==> src/accumulator_alu_booth_multiply_unit_macros.svh <==
// Assertion macros for the accumulator ALU block.
// Used by files that assert; they expect clk and arst_n in scope.
`ifndef ACCUMULATOR_ALU_BOOTH_MULTIPLY_UNIT_MACROS_SVH
`define ACCUMULATOR_ALU_BOOTH_MULTIPLY_UNIT_MACROS_SVH

// Antecedent implies consequent in the same cycle.
`define AABM_ASSERT_SAME(label, ante, cons) \
	label: assert property (@(posedge clk) disable iff (!arst_n) (ante) |-> (cons)) \
		else $error("aabm assertion failed");

// Antecedent implies consequent in the next cycle.
`define AABM_ASSERT_NEXT(label, ante, cons) \
	label: assert property (@(posedge clk) disable iff (!arst_n) (ante) |=> (cons)) \
		else $error("aabm assertion failed");

`endif

==> src/aabm_pkg.sv <==
// Package of the accumulator ALU block: opcodes, widths and shared types.
// No dependencies.
package aabm_pkg;

	localparam int OpW   = 5;
	localparam int ByteW = 8;
	localparam int AccW  = 16;

	localparam logic [OpW-1:0] OP_LOAD   = 5'h09;
	localparam logic [OpW-1:0] OP_READ   = 5'h0B;
	localparam logic [OpW-1:0] OP_CMP_1  = 5'h11;
	localparam logic [OpW-1:0] OP_CMP_2  = 5'h12;
	localparam logic [OpW-1:0] OP_CMP_3  = 5'h13;
	localparam logic [OpW-1:0] OP_CMP_4  = 5'h14;
	localparam logic [OpW-1:0] OP_SHR    = 5'h15;
	localparam logic [OpW-1:0] OP_SHL    = 5'h16;
	localparam logic [OpW-1:0] OP_XOR    = 5'h17;
	localparam logic [OpW-1:0] OP_NOT    = 5'h18;
	localparam logic [OpW-1:0] OP_OR     = 5'h19;
	localparam logic [OpW-1:0] OP_AND    = 5'h1A;
	localparam logic [OpW-1:0] OP_MUL    = 5'h1B;
	localparam logic [OpW-1:0] OP_SUB    = 5'h1D;
	localparam logic [OpW-1:0] OP_ADD    = 5'h1E;

	typedef struct packed {
		logic zero;
		logic carry;
		logic sign;
		logic overflow;
	} flags_t;

	typedef struct packed {
		logic [AccW-1:0]  acc;
		logic [ByteW-1:0] bus;
		flags_t           flags;
	} alu_res_t;

endpackage

==> src/aabm_in_if.sv <==
// Input channel of the accumulator ALU: opcode and bus operand.
// Depends on aabm_pkg.
interface aabm_in_if;
	logic                      valid;
	logic                      ready;
	logic [aabm_pkg::OpW-1:0]   operation;
	logic [aabm_pkg::ByteW-1:0] bus_operand;

	modport source(output valid, output operation, output bus_operand, input ready);
	modport sink(input valid, input operation, input bus_operand, output ready);
endinterface

==> src/aabm_out_if.sv <==
// Result channel of the accumulator ALU: accumulator, bus byte and flags.
// Depends on aabm_pkg.
interface aabm_out_if;
	logic                      valid;
	logic                      ready;
	logic [aabm_pkg::AccW-1:0]  accumulator_value;
	logic [aabm_pkg::ByteW-1:0] bus_result;
	logic                      zero_flag;
	logic                      carry_flag;
	logic                      sign_flag;
	logic                      overflow_flag;

	modport source(output valid, output accumulator_value, output bus_result,
		output zero_flag, output carry_flag, output sign_flag, output overflow_flag,
		input ready);
	modport sink(input valid, input accumulator_value, input bus_result,
		input zero_flag, input carry_flag, input sign_flag, input overflow_flag,
		output ready);
endinterface

==> src/aabm_booth_mul.sv <==
// Signed 8x8 radix-4 Booth multiplier, combinational, exact 16-bit product.
// Depends on aabm_pkg.
module aabm_booth_mul (
	input  logic [aabm_pkg::ByteW-1:0] a,
	input  logic [aabm_pkg::ByteW-1:0] b,
	output logic [aabm_pkg::AccW-1:0]  product
);

	localparam int NumPp = aabm_pkg::ByteW / 2;

	logic [aabm_pkg::AccW-1:0]  a_ext;
	logic [aabm_pkg::ByteW:0]   b_ext;
	logic [aabm_pkg::AccW-1:0]  pp [NumPp];

	// The multiplicand is sign-extended to the full product width, so that
	// twice the most negative value is still represented exactly.
	assign a_ext = {{(aabm_pkg::AccW-aabm_pkg::ByteW){a[aabm_pkg::ByteW-1]}}, a};
	assign b_ext = {b, 1'b0};

	always_comb begin
		for (int i = 0; i < NumPp; i++) begin
			unique case (b_ext[2*i +: 3])
				3'b001, 3'b010: pp[i] = a_ext;
				3'b011:         pp[i] = a_ext << 1;
				3'b100:         pp[i] = -(a_ext << 1);
				3'b101, 3'b110: pp[i] = -a_ext;
				default:        pp[i] = '0;
			endcase
		end
	end

	assign product = pp[0] + (pp[1] << 2) + (pp[2] << 4) + (pp[3] << 6);

endmodule

==> src/aabm_alu.sv <==
// Execute logic: next accumulator, bus byte and flags for one request.
// Depends on aabm_pkg and aabm_booth_mul.
module aabm_alu (
	input  logic [aabm_pkg::OpW-1:0]   operation,
	input  logic [aabm_pkg::ByteW-1:0] bus_operand,
	input  logic [aabm_pkg::AccW-1:0]  acc,
	output aabm_pkg::alu_res_t         res
);

	logic [aabm_pkg::ByteW-1:0] a;
	logic [aabm_pkg::ByteW-1:0] b;
	logic [aabm_pkg::AccW-1:0]  product;
	logic [aabm_pkg::AccW-1:0]  acc_next;
	logic                      shift_big;

	assign a = acc[aabm_pkg::ByteW-1:0];
	assign b = bus_operand;
	assign shift_big = |b[aabm_pkg::ByteW-1:3];

	aabm_booth_mul u_mul (
		.a      (a),
		.b      (b),
		.product(product)
	);

	always_comb begin
		acc_next = acc;
		res.bus = b;
		unique case (operation)
			aabm_pkg::OP_ADD: acc_next = {8'h00, a + b};
			aabm_pkg::OP_SUB, aabm_pkg::OP_CMP_1, aabm_pkg::OP_CMP_2,
			aabm_pkg::OP_CMP_3, aabm_pkg::OP_CMP_4: acc_next = {8'h00, a - b};
			aabm_pkg::OP_MUL: acc_next = product;
			aabm_pkg::OP_AND: acc_next = {8'h00, a & b};
			aabm_pkg::OP_OR:  acc_next = {8'h00, a | b};
			aabm_pkg::OP_NOT: acc_next = {8'h00, ~a};
			aabm_pkg::OP_XOR: acc_next = {8'h00, a ^ b};
			aabm_pkg::OP_SHL: acc_next = shift_big ? '0 : {8'h00, a << b[2:0]};
			aabm_pkg::OP_SHR: acc_next = shift_big ? '0 : {8'h00, a >> b[2:0]};
			aabm_pkg::OP_LOAD: acc_next = {8'h00, b};
			aabm_pkg::OP_READ: res.bus = a;
			default: acc_next = acc;
		endcase
		res.acc = acc_next;
		res.flags.zero = (acc_next == '0);
		res.flags.carry = |acc_next[aabm_pkg::AccW-1:aabm_pkg::ByteW];
		res.flags.sign = acc_next[aabm_pkg::ByteW-1];
		res.flags.overflow = |acc_next[aabm_pkg::AccW-1:aabm_pkg::ByteW-1];
	end

endmodule

==> src/accumulator_alu_booth_multiply_unit.sv <==
// Accumulator ALU with signed Booth multiply. An accepted request passes
// through the input register and then the result register. Throughput is one
// request per cycle while the result side is ready; the accumulator is
// written when a request moves into the result register, so the next one sees it.
// Asynchronous active-low reset clears the accumulator and both valid bits.
`include "accumulator_alu_booth_multiply_unit_macros.svh"
module accumulator_alu_booth_multiply_unit (
	input logic          clk,
	input logic          arst_n,
	aabm_in_if.sink      in,
	aabm_out_if.source   out
);

	logic                      valid_s1;
	logic [aabm_pkg::OpW-1:0]   op_s1;
	logic [aabm_pkg::ByteW-1:0] operand_s1;
	logic                      valid_s2;
	aabm_pkg::alu_res_t         res_s2;
	logic [aabm_pkg::AccW-1:0]  acc_q;
	aabm_pkg::alu_res_t         res;
	logic                      load_s2;
	logic                      adv_s1;

	assign load_s2 = !valid_s2 || out.ready;
	assign adv_s1 = valid_s1 && load_s2;
	assign in.ready = !valid_s1 || load_s2;

	aabm_alu u_alu (
		.operation  (op_s1),
		.bus_operand(operand_s1),
		.acc        (acc_q),
		.res        (res)
	);

	always_ff @(posedge clk or negedge arst_n) begin
		if (!arst_n) begin
			valid_s1 <= 1'b0;
			valid_s2 <= 1'b0;
			acc_q <= '0;
		end else begin
			if (in.ready) begin
				valid_s1 <= in.valid;
			end
			if (load_s2) begin
				valid_s2 <= valid_s1;
			end
			if (adv_s1) begin
				acc_q <= res.acc;
			end
		end
	end

	always_ff @(posedge clk) begin
		if (in.valid && in.ready) begin
			op_s1 <= in.operation;
			operand_s1 <= in.bus_operand;
		end
		if (adv_s1) begin
			res_s2 <= res;
		end
	end

	assign out.valid = valid_s2;
	assign out.accumulator_value = res_s2.acc;
	assign out.bus_result = res_s2.bus;
	assign out.zero_flag = res_s2.flags.zero;
	assign out.carry_flag = res_s2.flags.carry;
	assign out.sign_flag = res_s2.flags.sign;
	assign out.overflow_flag = res_s2.flags.overflow;

	// The delivered accumulator always matches the architectural one.
	`AABM_ASSERT_SAME(a_out_matches_acc, valid_s2, res_s2.acc == acc_q)
	`AABM_ASSERT_NEXT(a_stall_holds_acc, valid_s2 && !out.ready, $stable(acc_q))
	`AABM_ASSERT_NEXT(a_accept_fills_s1, in.valid && in.ready, valid_s1)
	`AABM_ASSERT_NEXT(a_s1_moves_to_s2, adv_s1, valid_s2)

endmodule

==> src/flat_wrapper.sv <==
// flat-port wrapper written by rule: the top's interface ports become plain ports
module accumulator_alu_booth_multiply_unit_flat 
  (clk, arst_n, in_valid, in_operation, in_bus_operand, in_ready, out_valid, out_accumulator_value, out_bus_result, out_zero_flag, out_carry_flag, out_sign_flag, out_overflow_flag, out_ready);
  aabm_in_if in_i ();
  aabm_out_if out_i ();
  input logic clk;
  input logic arst_n;
  input wire logic [$bits(in_i.valid)-1:0] in_valid;
  input wire logic [$bits(in_i.operation)-1:0] in_operation;
  input wire logic [$bits(in_i.bus_operand)-1:0] in_bus_operand;
  output wire logic [$bits(in_i.ready)-1:0] in_ready;
  output wire logic [$bits(out_i.valid)-1:0] out_valid;
  output wire logic [$bits(out_i.accumulator_value)-1:0] out_accumulator_value;
  output wire logic [$bits(out_i.bus_result)-1:0] out_bus_result;
  output wire logic [$bits(out_i.zero_flag)-1:0] out_zero_flag;
  output wire logic [$bits(out_i.carry_flag)-1:0] out_carry_flag;
  output wire logic [$bits(out_i.sign_flag)-1:0] out_sign_flag;
  output wire logic [$bits(out_i.overflow_flag)-1:0] out_overflow_flag;
  input wire logic [$bits(out_i.ready)-1:0] out_ready;
  assign in_i.valid = in_valid;
  assign in_i.operation = in_operation;
  assign in_i.bus_operand = in_bus_operand;
  assign in_ready = in_i.ready;
  assign out_valid = out_i.valid;
  assign out_accumulator_value = out_i.accumulator_value;
  assign out_bus_result = out_i.bus_result;
  assign out_zero_flag = out_i.zero_flag;
  assign out_carry_flag = out_i.carry_flag;
  assign out_sign_flag = out_i.sign_flag;
  assign out_overflow_flag = out_i.overflow_flag;
  assign out_i.ready = out_ready;
  accumulator_alu_booth_multiply_unit u_core (.clk(clk), .arst_n(arst_n), .in(in_i), .out(out_i));
endmodule
==> config.mk <==
export PLATFORM = sky130hd
export DESIGN_NAME = accumulator_alu_booth_multiply_unit_flat
export DESIGN_NICKNAME = d
export VERILOG_FILES = /design/src/aabm_pkg.sv /design/src/aabm_in_if.sv /design/src/aabm_out_if.sv /design/src/aabm_booth_mul.sv /design/src/aabm_alu.sv /design/src/accumulator_alu_booth_multiply_unit.sv /design/src/flat_wrapper.sv
export VERILOG_INCLUDE_DIRS = /design/src /design/src/src
export SDC_FILE = /design/constraint.sdc
export NUM_CORES = 1
export LEC_CHECK = 0
export BUFFER_PORTS_ARGS = -buffer_cell sky130_fd_sc_hd__buf_2
export CORE_UTILIZATION = 30
export DETAILED_ROUTE_END_ITERATION = 8
export RECOVER_POWER = 50
export SYNTH_ARGS = -nofsm -noshare
export SYNTH_HDL_FRONTEND = slang
export SYNTH_SLANG_ARGS = --single-unit
==> constraint.sdc <==
create_clock -name clk -period 5.3 [get_ports clk]
set_clock_uncertainty 0.05 [all_clocks]
set_input_delay 0 -clock clk [delete_from_list [all_inputs] [get_ports clk]]
set_output_delay 0 -clock clk [all_outputs]
set_load 0.01 [all_outputs]
---- After elaboration in Yosys (flattened, before gate mapping) ----
Cells that the tools add are included.
word-level totals
  register bits ........................... 59
  ROM bits ................................ 0
  bits in latches ......................... 0
  word-level logic and storage cells ...... 85
  memories ................................ 0
  input port bits ......................... 17
  memory bits (writable) .................. 0
cells by class
  divide/modulo/power cells ............... 0
  multiplexer cells ....................... 8
  order comparisons ....................... 0
  equal/unequal tests ..................... 36
  shift-type cells ........................ 2
  multiply operators ...................... 0
  bitwise logic cells ..................... 4
  $add $sub $neg .......................... 7
  reduce and logical (&&, ||, !) cells .... 17
operators by type and width
  cell                number
  $pmux 16 s10        1
  $eq 5x5->1 const B  13
  $pmux 14 s4         1
  $add 16x16->16      3
  $pmux 12 s4         1
  $pmux 16 s3         1
  $pmux 10 s4         1
  $neg 16->16         2
  $eq 3x3->1 const B  9
  $mux 8              3
  $eq 3x2->1 const B  6
  $logic_not 16->1    1
  $reduce_or 2->1     6
  $eq 5x4->1 const B  2
  $reduce_or 5->1     2
  $eq 3x1->1 const B  3
  $reduce_or 9->1     1
  $add 8x8->8         1
  $and 8x8->8         1
  $not 8->8           1
  $or 8x8->8          1
  $reduce_or 8->1     1
  $shl 8x3->8         1
  $shr 8x3->8         1
  7 further kinds     11

---- Longest topological paths before layout ----
  word-level depth ........................ 8
  depth in mapped cells ................... 24
  gate-level depth less buffers ........... 22

---- Cells and area by module ----
Synthesis repeated with hierarchy kept, for this count alone.
second synthesis, totals
  cell total of the unflattened synthesis .. 812
  area total of the unflattened synthesis .. 7049.3 µm²
by module, submodules not included
  module                               times used  cells each  seq. area each (µm²)  area each (µm²)
  aabm_booth_mul                       1           422         0.0                   2825.2
  aabm_alu                             1           307         0.0                   2252.2
  accumulator_alu_booth_multiply_unit  1           83          1681.6                1971.9

---- Worst setup path before layout ----
No wires, ideal clock.
  kind .................................... register -> register
  from .................................... register u_core.acc_q[1] (netlist bit)
  to ...................................... register u_core.res_s2 (netlist bit u_core.out.overflow_flag) (data pin)
  stages on the path, launching flop included .. 24
  clock period less this slack ............ 5.628 ns
  path buffers ............................ 2
  slack ................................... -0.328 ns
  setup time .............................. 0.263 ns
  data arrival time ....................... 5.315 ns
  path through ............................ dfrtp_1 -> clkbuf_1 -> inv_1 -> ha_1 -> clkbuf_1 -> nand3_1 -> xnor2_1 -> nand2_1 -> o21ai_0 -> a21oi_1 -> a21oi_1 -> fa_1 -> inv_1 -> fa_1 -> inv_1 -> ha_1 -> a21o_1 -> a21o_1 -> a21o_1 -> or3_1 -> a32o_1 -> nor4_1 -> nand4b_2 -> nand2b_1
RTL lines
  item                    RTL line                                   RTL
  from (decl)             accumulator_alu_booth_multiply_unit.sv:19  logic [aabm_pkg::AccW-1:0] acc_q;
  from (signal assigned)  accumulator_alu_booth_multiply_unit.sv:48  acc_q <= res.acc;
  to (signal assigned)    accumulator_alu_booth_multiply_unit.sv:59  res_s2 <= res;
  to (decl)               accumulator_alu_booth_multiply_unit.sv:18  aabm_pkg::alu_res_t res_s2;

==> metrics.csv <==
stage,metric,value,unit
drt,routed_via_density,5.795,
clock_network,cts_max_level,3,
grt,antenna_found_initial,0,
placed_design,dp_slack,-23.68,ps
setup_path,crit_path_end_kind,register,
power_and_ir_drop,p_leak,3.411,nW
placed_design,dpl.hpwl,17420,um
clock_network,clockBufferDepth,2,
run_status,outcome,"finished, final reports clean",
timing,drv_slew,0,
floorplan,die_y,151.2,um
floorplan,initial_utilization,30.59,%
floorplan,core-area,21820,um2
timing,rsz0062_at_grt,yes,
grt,grt_max_degree,45,
drt,dr_total_vias,6769,
drt,antenna_left,0,
floorplan,die_x,151.2,um
timing,finalHoldViolCount,0,
logic_synthesis,netlist_area,6676,um2
logic_synthesis,syn-instance-count,798,
setup_path,cp-start-kind,register,
final_layout,nFillCells,2223,
worst_hold_path,hp-class,primary input to register,
logic_synthesis,synth_nets,883,
placed_design,finalWeightedCongestion,0.9282,
timing,tightest_slew,1213,ps
logic_synthesis,synth.area.top_cells,"edfxtp_1 (18%), ha_1 (8.6%), dfrtp_1 (6.7%)",
final_layout,nets,968,
power_and_ir_drop,ir_drop,0.2378,mV
clock_network,cts_tree,done,
power_and_ir_drop,cellPowerDensity,500.0,nW/um2
setup_path,cp.required,5330,ps
timing,slew_headroom,19.11,%
timing,setup_tns,0,ps
setup_path,crit_arrival,5240,ps
setup_path,critPathKind,register to register,
logic_synthesis,yosysWarnings,0,
clock_network,worstSkewPairLatency,340,ps
clock_network,clock-sinks,58,
final_layout,layout-area-overhead-vs-synth,25.36,%
timing,setup_viol,0,
floorplan,rows,54,
run,maxCapViolCount,0,
timing,fin_crit,5209,ps
drt,drc,0,
final_layout,drive_gt1_share,21.73,%
final_layout,antenna_cells,0,
timing,fin_crit_sh,98.29,%
clock_network,cts_buffers,9,
clock_network,path_clk_slew,50,ps
logic_synthesis,synth_edf_count,40,
logic_synthesis,synth_top_area_share,17.99,%
grt,grt_pass1_wl,35760,um
logic_synthesis,synth_area_leader_cell,edfxtp_1,
grt,grt_pass1_vias,6292,
logic_synthesis,synth_cell_types,79,
logic_synthesis,async_flop_share,31.03,%
grt,grt-ovfl-total,0,
timing,setup_slack,90.85,ps
drt,drtPass1Iterations,5,
grt,grt_usage,20.74,%
drt,routed_wl,23540,um
drt,drtIter0Drc,673,
setup_path,cp_max_fo,6,
logic_synthesis,yosysSeqAreaShare,24.74,%
timing,clock.fmax,0.1920,GHz
floorplan,boundaryPins,47,
placed_design,port_buffers,46,
floorplan,dieArea,22860,um2
drt,wl_per_cell,20.15,um
logic_synthesis,yosys_register_bits,58,
clock_network,clockRootBuffer,clkbuf_16,
logic_synthesis,synth_ff_type,edfxtp_1,
logic_synthesis,avgSynthCellArea,8.366,um2
-- registers in the layout, summed over array words and instances (netlist names), 5 cells and up --
name / count
u_core.acc_q: 16
u_core.out.accumulator_value: 16
u_core.operand_s1: 8
u_core.out.bus_result: 8
u_core.op_s1: 5
-- repair_timing --
action,CTS,global route
pin swaps,0,38
hold buffers,17,0
setup buffers,0,15
hold endpoints to repair,33,0
gates resized for setup,2,71
setup endpoints to repair,2,3
-- cell usage after synthesis (6+ instances only) --
| master | n |
|---|---|
| a21o_1 | 12 |
| mux2i_1 | 12 |
| and2_1 | 7 |
| a21oi_1 | 66 |
| a221oi_1 | 24 |
| ha_1 | 46 |
| xnor2_1 | 23 |
| fa_1 | 22 |
| clkbuf_1 | 46 |
| mux4_2 | 7 |
| dfrtp_1 | 18 |
| mux2_2 | 7 |
| xor2_1 | 10 |
| o21a_1 | 6 |
| nor2b_1 | 11 |
| nand3_1 | 13 |
| nor3_1 | 22 |
| o22ai_1 | 9 |
| inv_1 | 48 |
| nand2_1 | 74 |
| edfxtp_1 | 40 |
| o21ai_0 | 50 |
| a211oi_1 | 8 |
| buf_1 | 8 |
| nor2_1 | 65 |
| nand2b_1 | 12 |
| buf_2 | 6 |
-- kinds of logic after synthesis --
| group | count (synthesis) | share of synthesized area, % |
|---|---|---|
| XOR/XNOR | 34 | 4.666 |
| AND/OR/NAND/NOR | 243 | 17.71 |
| multiplexers | 28 | 5.716 |
| AO/OA/AOI/OAI | 248 | 24.93 |
| buffers and inverters | 119 | 7.028 |
| flip-flops | 58 | 24.74 |
| adder cells (fa/ha/maj) | 68 | 15.22 |
-- final cells by class --
class	count	area, um2	share of cell area (%)
clock buffers	9	225.2	2.691
clock inverters	7	70.07	0.8372
inverters	56	214.0	2.556
multi-input cells	621	4921	58.80
flip-flops and latches	58	1657	19.79
well taps	280	350.3	4.186
repair buffers	137	932.1	11.14
-- power by group --
part	internal, mW	switching [mW]
Sequential	0.584	0.0640
Combinational	1.30	1.65
Clock	0.362	0.221
-- critical path: stages, from the launching register on --
cell and delay, ps:
dfrtp_2 460, nor4_4 290, buf_4 180, nand2_4 50
ha_4 340, nor2_2 40, a21oi_1 110, o22ai_1 80
a21o_1 180, fa_1 530, inv_2 40, fa_2 500
inv_1 40, ha_2 170, a21o_1 170, a21o_1 170
a21o_1 180, or3_1 390, a32o_2 310, nor4_4 320
nand4b_4 160, nand2b_4 170
-- layout by cell type, fill, tap and decap left out, types with 7 or more instances in the layout --
master         synthesis  final
a221oi_1              24     21
edfxtp_1              40     40
nor2_1                65     64
nor2b_1               11     11
xnor2_1               23     18
mux2_2                 7      7
mux4_2                 7      7
inv_1                 48     41
nand3_1               13     12
nand2_1               74     70
dfrtp_1               18     14
ha_1                  46     37
ha_4                   0      7
mux2i_1               12     12
a21o_1                12     12
clkbuf_16              0      9
a21oi_1               66     57
buf_4                  2     72
o22ai_1                9      9
dlygate4sd3_1          0     17
nor3_1                22     20
clkbuf_1              46     32
fa_1                  22     21
nand2b_1              12     11
inv_2                  3     10
xor2_1                10      9
buf_2                  6     14
o21ai_0               50     48
a21oi_2                1      7
-- routing by layer --
metal / share of wire [%] / vias to the layer above / track usage (%) / wire (um)
met5: 0 / - / 0 / 0
met4: 3.5 / 0 / 8.100 / 816
met3: 9.4 / 61 / 4.367 / 2211
met2: 44 / 390 / 31.74 / 10430
met1: 43 / 3223 / 28.32 / 10080
li1: - / 3095 / - / -
-- metrics by stage --
stage                     instances  util (%)  instance area [um2]  power [mW]  hold WS [ps]
final                          1168     38.35                 8369       4.185         315.2
after floorplan                 798         -                 6709       2.368        -345.6
after CTS                      1154     36.50                 7965       3.718         114.1
after global routing           1168     38.35                 8369       4.504         313.0
after global placement         1121     34.30                 7485       3.078        -68.14
after detailed placement       1121     34.30                 7485       3.103        -64.01
-- worst paths after layout --
path / depth (start not counted) / start / endpoint / slack (ps)
setup / recovery: 21 / u_core.acc_q[3]$_DFFE_PN0P_ / u_core.out.overflow_flag$_DFFE_PP_ / 90
hold / removal: 2 / in_operation[0] / u_core.op_s1[0]$_DFFE_PP_ / 320
setup reg to reg: 21 / u_core.acc_q[3]$_DFFE_PN0P_ / u_core.out.overflow_flag$_DFFE_PP_ / 90
hold reg to reg: 1 / u_core.valid_s1$_DFFE_PN0N_ / u_core.out.valid$_DFFE_PN0P_ / 440
max in group asynchronous: 2 / arst_n / u_core.acc_q[1]$_DFFE_PN0P_ / 4010
min in group asynchronous: 2 / arst_n / u_core.out.valid$_DFFE_PN0P_ / 380
(Power assumes the default switching activity.)
